**src/hdl/awgs_pkg.sv**
```systemverilog
// Shared types and constants for the acoustic wave grid stepper.
// Holds the transaction structs, the cell memory word and the sequencer states.
// Depends on nothing.
`default_nettype none

package awgs_pkg;

  localparam int GRID_ROWS_DEF = 64;
  localparam int GRID_COLS_DEF = 64;

  localparam logic [5:0] SRC_ROW_RST = 6'd48;
  localparam logic [5:0] SRC_COL_RST = 6'd27;

  localparam logic [1:0] MODE_WRITE = 2'd0;
  localparam logic [1:0] MODE_STEP  = 2'd1;
  localparam logic [1:0] MODE_READ  = 2'd2;
  localparam logic [1:0] MODE_NOP   = 2'd3;

  localparam logic REG_SRC_ROW = 1'b0;
  localparam logic REG_SRC_COL = 1'b1;

  typedef struct packed {
    logic [1:0]         mode;
    logic [5:0]         cell_row;
    logic [5:0]         cell_col;
    logic signed [31:0] current_value;
    logic signed [31:0] previous_value;
    logic [14:0]        courant_number;
    logic signed [31:0] source_amplitude;
  } req_t;

  typedef struct packed {
    logic signed [31:0] read_value;
    logic               saturated;
  } rsp_t;

  // One word of the cell memory
  typedef struct packed {
    logic [14:0]        cour;
    logic signed [31:0] prev;
    logic signed [31:0] cur;
  } cell_t;

  // Operands for one cell update
  typedef struct packed {
    logic               is_edge;
    logic               is_src;
    logic signed [31:0] cur;
    logic signed [31:0] prev;
    logic [14:0]        cour;
    logic signed [31:0] v1;
    logic signed [31:0] v2;
    logic signed [31:0] v3;
    logic signed [31:0] v4;
  } calc_op_t;

  typedef enum logic [2:0] {
    S_CLEAR,
    S_IDLE,
    S_RDWAIT,
    S_GATHER,
    S_LAUNCH,
    S_CALC,
    S_COPY,
    S_FIN
  } state_t;

endpackage

`default_nettype wire

```
**src/hdl/awgs_calc.sv**
```systemverilog
// Three-stage arithmetic pipeline for one cell update (interior or absorbing edge).
// Depends on awgs_pkg for the operand struct.
`default_nettype none

module awgs_calc import awgs_pkg::*; (
  input  wire logic               clk,
  input  wire logic               rst,
  input  wire logic               op_valid,
  input  wire calc_op_t           op,
  input  wire logic signed [31:0] amp,
  output logic                    res_valid,
  output logic signed [31:0]      res_value,
  output logic                    res_sat
);

  logic                v1q;
  logic                is_edge1;
  logic                src1;
  logic [29:0]         mul1;
  logic signed [35:0]  term1;
  logic signed [33:0]  base1;
  logic [29:0]         mul1_next;
  logic signed [35:0]  term1_next;
  logic signed [33:0]  base1_next;

  logic                v2q;
  logic                src2;
  logic signed [50:0]  prod2;
  logic signed [33:0]  base2;
  logic [15:0]         coef;
  logic signed [16:0]  coef_s;
  logic signed [50:0]  prod_next;

  logic signed [36:0]  rnd3;
  logic signed [37:0]  sum3;
  logic signed [31:0]  clip3;
  logic                sat3;

  // Stage 1: differences and the first product
  always_comb begin
    if (op.is_edge) begin
      mul1_next  = 30'(op.cour);
      term1_next = 36'(op.v1) - 36'(op.cur) - 36'(op.v3) + 36'(op.v2);
      base1_next = 34'(op.cur) + 34'(op.v1) - 34'(op.v2);
    end else begin
      mul1_next  = 30'(op.cour) * 30'(op.cour);
      term1_next = 36'(op.v1) + 36'(op.v2) + 36'(op.v3) + 36'(op.v4)
                   - (36'(op.cur) <<< 2);
      base1_next = (34'(op.cur) <<< 1) - 34'(op.prev);
    end
  end

  always_ff @(posedge clk) begin
    mul1     <= mul1_next;
    term1    <= term1_next;
    base1    <= base1_next;
    is_edge1 <= op.is_edge;
    src1     <= op.is_src;
  end

  // Stage 2: scale the stencil term by the Courant coefficient
  assign coef      = is_edge1 ? 16'(mul1) : 16'((mul1 + 30'd16384) >> 15);
  assign coef_s    = signed'({1'b0, coef});
  assign prod_next = coef_s * term1;

  always_ff @(posedge clk) begin
    prod2 <= prod_next;
    base2 <= base1;
    src2  <= src1;
  end

  // Stage 3: round, add source, saturate
  assign rnd3 = 37'((prod2 + 51'sd16384) >>> 15);
  assign sum3 = 38'(base2) + 38'(rnd3) + (src2 ? 38'(amp) : 38'sd0);

  always_comb begin
    if (sum3 > 38'sd2147483647) begin
      clip3 = 32'sh7fffffff;
      sat3  = 1'b1;
    end else if (sum3 < -38'sd2147483648) begin
      clip3 = 32'sh80000000;
      sat3  = 1'b1;
    end else begin
      clip3 = 32'(sum3);
      sat3  = 1'b0;
    end
  end

  always_ff @(posedge clk) begin
    res_value <= clip3;
    res_sat   <= sat3;
  end

  // Track valid through the stages
  always_ff @(posedge clk) begin
    if (rst) begin
      v1q       <= 1'b0;
      v2q       <= 1'b0;
      res_valid <= 1'b0;
    end else begin
      v1q       <= op_valid;
      v2q       <= v1q;
      res_valid <= v2q;
    end
  end

endmodule

`default_nettype wire

```
**config.mk**
```make
export PLATFORM = sky130hd
export DESIGN_NAME = awgs_calc
export DESIGN_NICKNAME = d
export VERILOG_FILES = /design/src/hdl/awgs_pkg.sv /design/src/hdl/awgs_calc.sv
export SDC_FILE = /design/constraint.sdc
export NUM_CORES = 2
export LEC_CHECK = 0
export BUFFER_PORTS_ARGS = -buffer_cell sky130_fd_sc_hd__buf_2
export CORE_UTILIZATION = 30
export CTS_CLUSTER_DIAMETER = 50
export DETAILED_ROUTE_END_ITERATION = 6
export PLACE_DENSITY_LB_ADDON = 0.08
export SETUP_SLACK_MARGIN = 0.1
export SYNTH_ARGS = -nofsm -noshare
export SYNTH_HDL_FRONTEND = slang
export SYNTH_SLANG_ARGS = --single-unit
```
**constraint.sdc**
```tcl
create_clock -name clk -period 22.3 [get_ports clk]
set_input_delay 4.46 -clock clk [delete_from_list [all_inputs] [get_ports clk]]
set_output_delay 4.46 -clock clk [all_outputs]
set_load 0.01 [all_outputs]
```
# --- Yosys cells after proc, flatten, opt, wreduce, memory -nomap -nowiden ---
# Cells that the tools add are included.
word_totals:
  regBits: 224
  inputBits: 244
  out_inout_bits: 34
  word_cells: 39
op_classes:
  addsub: 14
  multipliers: 2
  n_lt_le_gt_ge: 2
  mux: 7
op_table:
  columns: ["op", "count"]
  rows:
  - ["$sub 33x32->34", 3]
  - ["$add 34x32->35", 2]
  - ["$add 32x32->33", 2]
  - ["$add 51x16->51 const B", 1]
  - ["$mul 17x36->51", 1]
  - ["$add 37x38->38", 1]
  - ["$gt 38x32->1 const B", 1]
  - ["$lt 38x32->1 const B", 1]
  - ["$mux 38", 1]
  - ["$add 34x36->37", 1]
  - ["$mux 36", 1]
  - ["$sub 35x34->36", 1]
  - ["$add 33x32->34", 1]
  - ["$mux 34", 1]
  - ["$sub 32x32->33", 1]
  - ["$mux 32", 1]
  - ["$add 30x15->30 const B", 1]
  - ["$mul 15x15->30", 1]
  - ["$mux 16", 1]
  - ["$mux 15", 1]
  - ["$mux 1", 1]

# --- Longest topological paths before layout ---
logic_depth:
  word_depth: 5
  depth_mapped: 31
  mapped_depth_nobuf: 30

# --- Worst setup path after synthesis ---
# OpenSTA, ideal clock, no wires.
synth_path:
  path_type: "input port to flip-flop"
  startpoint: "input port op[136] (netlist name)"
  endpoint: "register mul1[29]"
  setup_time_ns: 0.127
  arrival_ns: 10.014
  t_required_ns: 22.173
  path_slack_ns: 12.158
  stages: 23
  path_buffers: 1
  path_cell_list: "clkbuf_1 > and2_1 > fa_1 > inv_1 > fa_1 > inv_1 > fa_1 > inv_1 > fa_1 > fa_1 > inv_1 > fa_1 > ha_1 > o21a_1 > and3_1 > a221o_1 > a31oi_1 > a211oi_1 > a21oi_1 > nor3_1 > a41o_1 > xnor2_1 > nor2_1"
synth_via:
  elab_chain_len: 1
synth_lines:
  columns: ["element", "line", "source"]
  rows:
  - ["start, declared", "awgs_calc.sv:9", "input wire calc_op_t op,"]
  - ["$mul 15x15->30", "awgs_calc.sv:46", "mul1_next = 30'(op.cour) * 30'(op.cour);"]
  - ["end signal, assigned", "awgs_calc.sv:54", "mul1 <= mul1_next;"]
  - ["end, declared", "awgs_calc.sv:19", "logic [29:0] mul1;"]
# No other way between the ends.
# A chain may end at the register's enable or synchronous reset.

# --- Worst setup path in the final report ---
# Ends and elaborated chain as after synthesis.

==> run_results.csv <==
group,metric,value,unit
global_route,grt_pass1_wl,220000,um
floorplanning,core-area,0.150,mm^2
routing,avgViaCountPerCell,4.57,
yosys,synth_seq_cells,210,
placed_design,port_buffers,277,
timing,drv_slew,0,
timing,timing.fmax,98.6,MHz
placed_design,dp_hpwl,118000,um
setup_path,crit_arrival,10580,ps
yosys,synth-seq-area-share,9.26,%
timing,rsz0062_at_grt,"no",
setup_path,worst-setup-path-type,"input pin to flip-flop",
routing,wire_per_inst,19.2,um
timing,period_minus_slack,10140,ps
floorplanning,initial_core_util,30.3,%
routing,first_iter_violations,1684,
global_route,grt_max_degree,67,
floorplanning,io_pins,278,
global_route,gr-usage-all-layers,19.1,%
layout,multiInputGateArea,0.0361,mm^2
setup_path,required,22750,ps
timing,worstMarginPinSlew,1100,ps
cts,hold_buffers,0,
global_route,overflow,0,
min_path,hp-class,"flip-flop to flip-flop",
cts,clk_latency,600,ps
setup_path,worst_setup_path_start_kind,"input pin",
global_route,grt_pass1_vias,36864,
cts,post_cts_buffers,0,
yosys,synth_nets,6682,
layout,fill_cells,15846,
timing,fin_crit_sh,45.5,%
layout,drive_gt1_share,8.37,%
setup_path,crit_path_end,"mul1[29]$_SDFF_PP0_",
yosys,synthCells,5149,
floorplanning,dieArea,0.153,mm^2
yosys,syn_area,0.0454,mm^2
yosys,avgSynthCellArea,8.82,um^2
timing,hold_viol,0,
setup_path,r2r-start,"mul1[15]$_SDFF_PP0_",
cts,cts.clk_slew.worst_paths,50,ps
layout,regArea,0.00421,mm^2
outcome,outcome,"finished, final reports clean",
cts,cts_buffer_depth,3,
floorplanning,fp.dieW,391,um
min_path,hold_start,"base1[25]$_DFF_P_",
cts,cts_tree,"done",
routing,drc,0,
yosys,synthFlopType,"dfxtp_1",
routing,drtAntennaViolNets,0,
setup_path,critPathCaptureType,"flip-flop",
timing,finalClockSkew,19.8,ps
cts,h-tree-depth,2,
layout,layout.nets,6904,
setup_path,rrSetupSlack,12830,ps
layout,area_growth,11.5,%
yosys,async_reset_ff_share,0,%
setup_path,crit_fanout,17,
cts,cts.root.buffer_cell,"clkbuf_16",
timing,layout_setup_ws,12160,ps
timing,finalSetupTns,0,ps
min_path,hold_depth,0,
routing,route.vias.total,33884,
timing,holdWs,323,ps
timing,relSlewSlack,26.9,%
cts,cts.sinks,210,
routing,drt_pass1_iterations,5,
flow_run,maxCapViolCount,0,
routing,wl,142000,um
yosys,synth_cell_types,86,
setup_path,r2r_cells,29,
global_route,antenna_found_initial,14,
yosys,synth_edf_count,0,
timing,finalSetupViolations,0,
cts,cts_resized,0,
placed_design,gp_congestion,0.814,
floorplanning,dieHeight,391,um
setup_path,r2r-end,"prod2[50]$_DFF_P_",
setup_path,startpoint,"op[136]",
cts,cts_buffers,38,
placed_design,pre_cts_slack,11510,ps
floorplanning,fp-row-count,142,
yosys,yosysWarnings,0,
-- cells in the mapped netlist (32+ instances only) --
master / instances / share of area [%]
xnor2_1: 139 / 2.7
nand2b_1: 35 / 0.48
o21a_1: 33 / 0.55
nor2b_1: 69 / 0.95
nand2_1: 592 / 4.9
nand3_1: 61 / 0.67
and2_1: 192 / 2.6
nor3_1: 33 / 0.36
nor2_1: 165 / 1.4
clkbuf_1: 126 / 1.0
o21ai_1: 32 / 0.35
dfxtp_1: 210 / 9.3
fa_1: 904 / 40
inv_1: 1246 / 10
o21ai_0: 143 / 1.6
xor2_1: 119 / 2.3
ha_1: 385 / 11
and3_1: 70 / 0.96
a21o_1: 108 / 1.8
a21oi_1: 190 / 2.1
-- critical path: stages --
cell and delay, ps:
buf_2 230, and2_1 260, fa_1 530, inv_1 50, fa_1 530, inv_1 60
fa_1 490, inv_1 50, fa_1 480, fa_1 490, inv_1 50, fa_1 440
ha_1 340, o21a_1 150, and3_1 160, a221o_1 210, a31oi_1 150, a211oi_1 490
a21oi_1 140, nor3_1 390, a41o_1 250, xnor2_1 120, nor2_1 50
-- logic make-up after synthesis --
group | count (synthesis) | share of synthesized area, %
flip-flops | 210 | 9.26
AO/OA/AOI/OAI | 710 | 10.1
AND/OR/NAND/NOR | 1285 | 13.4
buffers and inverters | 1383 | 11.5
adder cells (fa/ha/maj) | 1289 | 50.5
XOR/XNOR | 258 | 4.98
multiplexers | 14 | 0.331
-- worst min-delay path by stage --
stage                                    to  slack (ps)
after floorplan            base2[0]$_DFF_P_         310
after global placement    base2[25]$_DFF_P_         310
after detailed placement   base2[1]$_DFF_P_         310
after CTS                  base2[1]$_DFF_P_         320
after global routing       base2[3]$_DFF_P_         330
final                     base2[25]$_DFF_P_         320
-- per-stage QoR --
stage,cell area (um^2),cells,util (%)
3_3_place_gp,49300,7347,32.8
5_1_grt,50600,7418,33.7
4_1_cts,50600,7417,33.7
6_report,50600,7419,33.7
2_1_floorplan,45400,5149,-
3_5_place_dp,49300,7347,32.8
-- routing by layer --
| metal | routed length (um) | global-route usage, % | share of wire (%) |
|---|---|---|---|
| met5 | 74 | 0 | 0.052 |
| met2 | 60100 | 29.1 | 42 |
| met4 | 3240 | 4.26 | 2.3 |
| met1 | 70500 | 27.3 | 49 |
| met3 | 8540 | 4.35 | 6.0 |
-- flip-flops by register name (all words and copies together), names as in the netlist --
register / cells
is_edge1: 1
mul1: 30
res_value: 32
base1: 34
term1: 36
res_valid: 1
src2: 1
base2: 34
res_sat: 1
v1q: 1
src1: 1
prod2: 37
v2q: 1
-- layout by cell type (no fill, tap or decap), types with 10 or more instances in the layout --
cell / instances
inv_1: 1245
nor3_1: 33
o21ai_4: 13
dfxtp_1: 208
a21o_1: 108
o21a_1: 33
nand3_1: 61
buf_2: 276
o211ai_1: 23
clkbuf_16: 38
nand2b_1: 35
buf_4: 43
or2_2: 13
a21oi_1: 189
and3_1: 70
o21ai_0: 143
and2_1: 192
a21boi_0: 10
nor2_1: 165
nor2b_1: 69
o21ai_1: 19
ha_1: 385
fa_1: 904
xnor2_1: 139
nand2_1: 592
o31ai_1: 13
o21bai_1: 20
or3_1: 16
a31oi_1: 22
a211oi_1: 21
xor2_1: 119
-- layout make-up --
class	instances	area share [%]
diodes	2	0.00988
multi-input cells	3556	71.4
clock inverters	25	0.694
flip-flops and latches	210	8.31
well taps	2016	4.98
clock buffers	45	2.01
repair buffers	319	3.37
inverters	1246	9.24
Power is not shown: default switching activity piles up to over one toggle a cycle in this logic, so the estimate is an artifact.
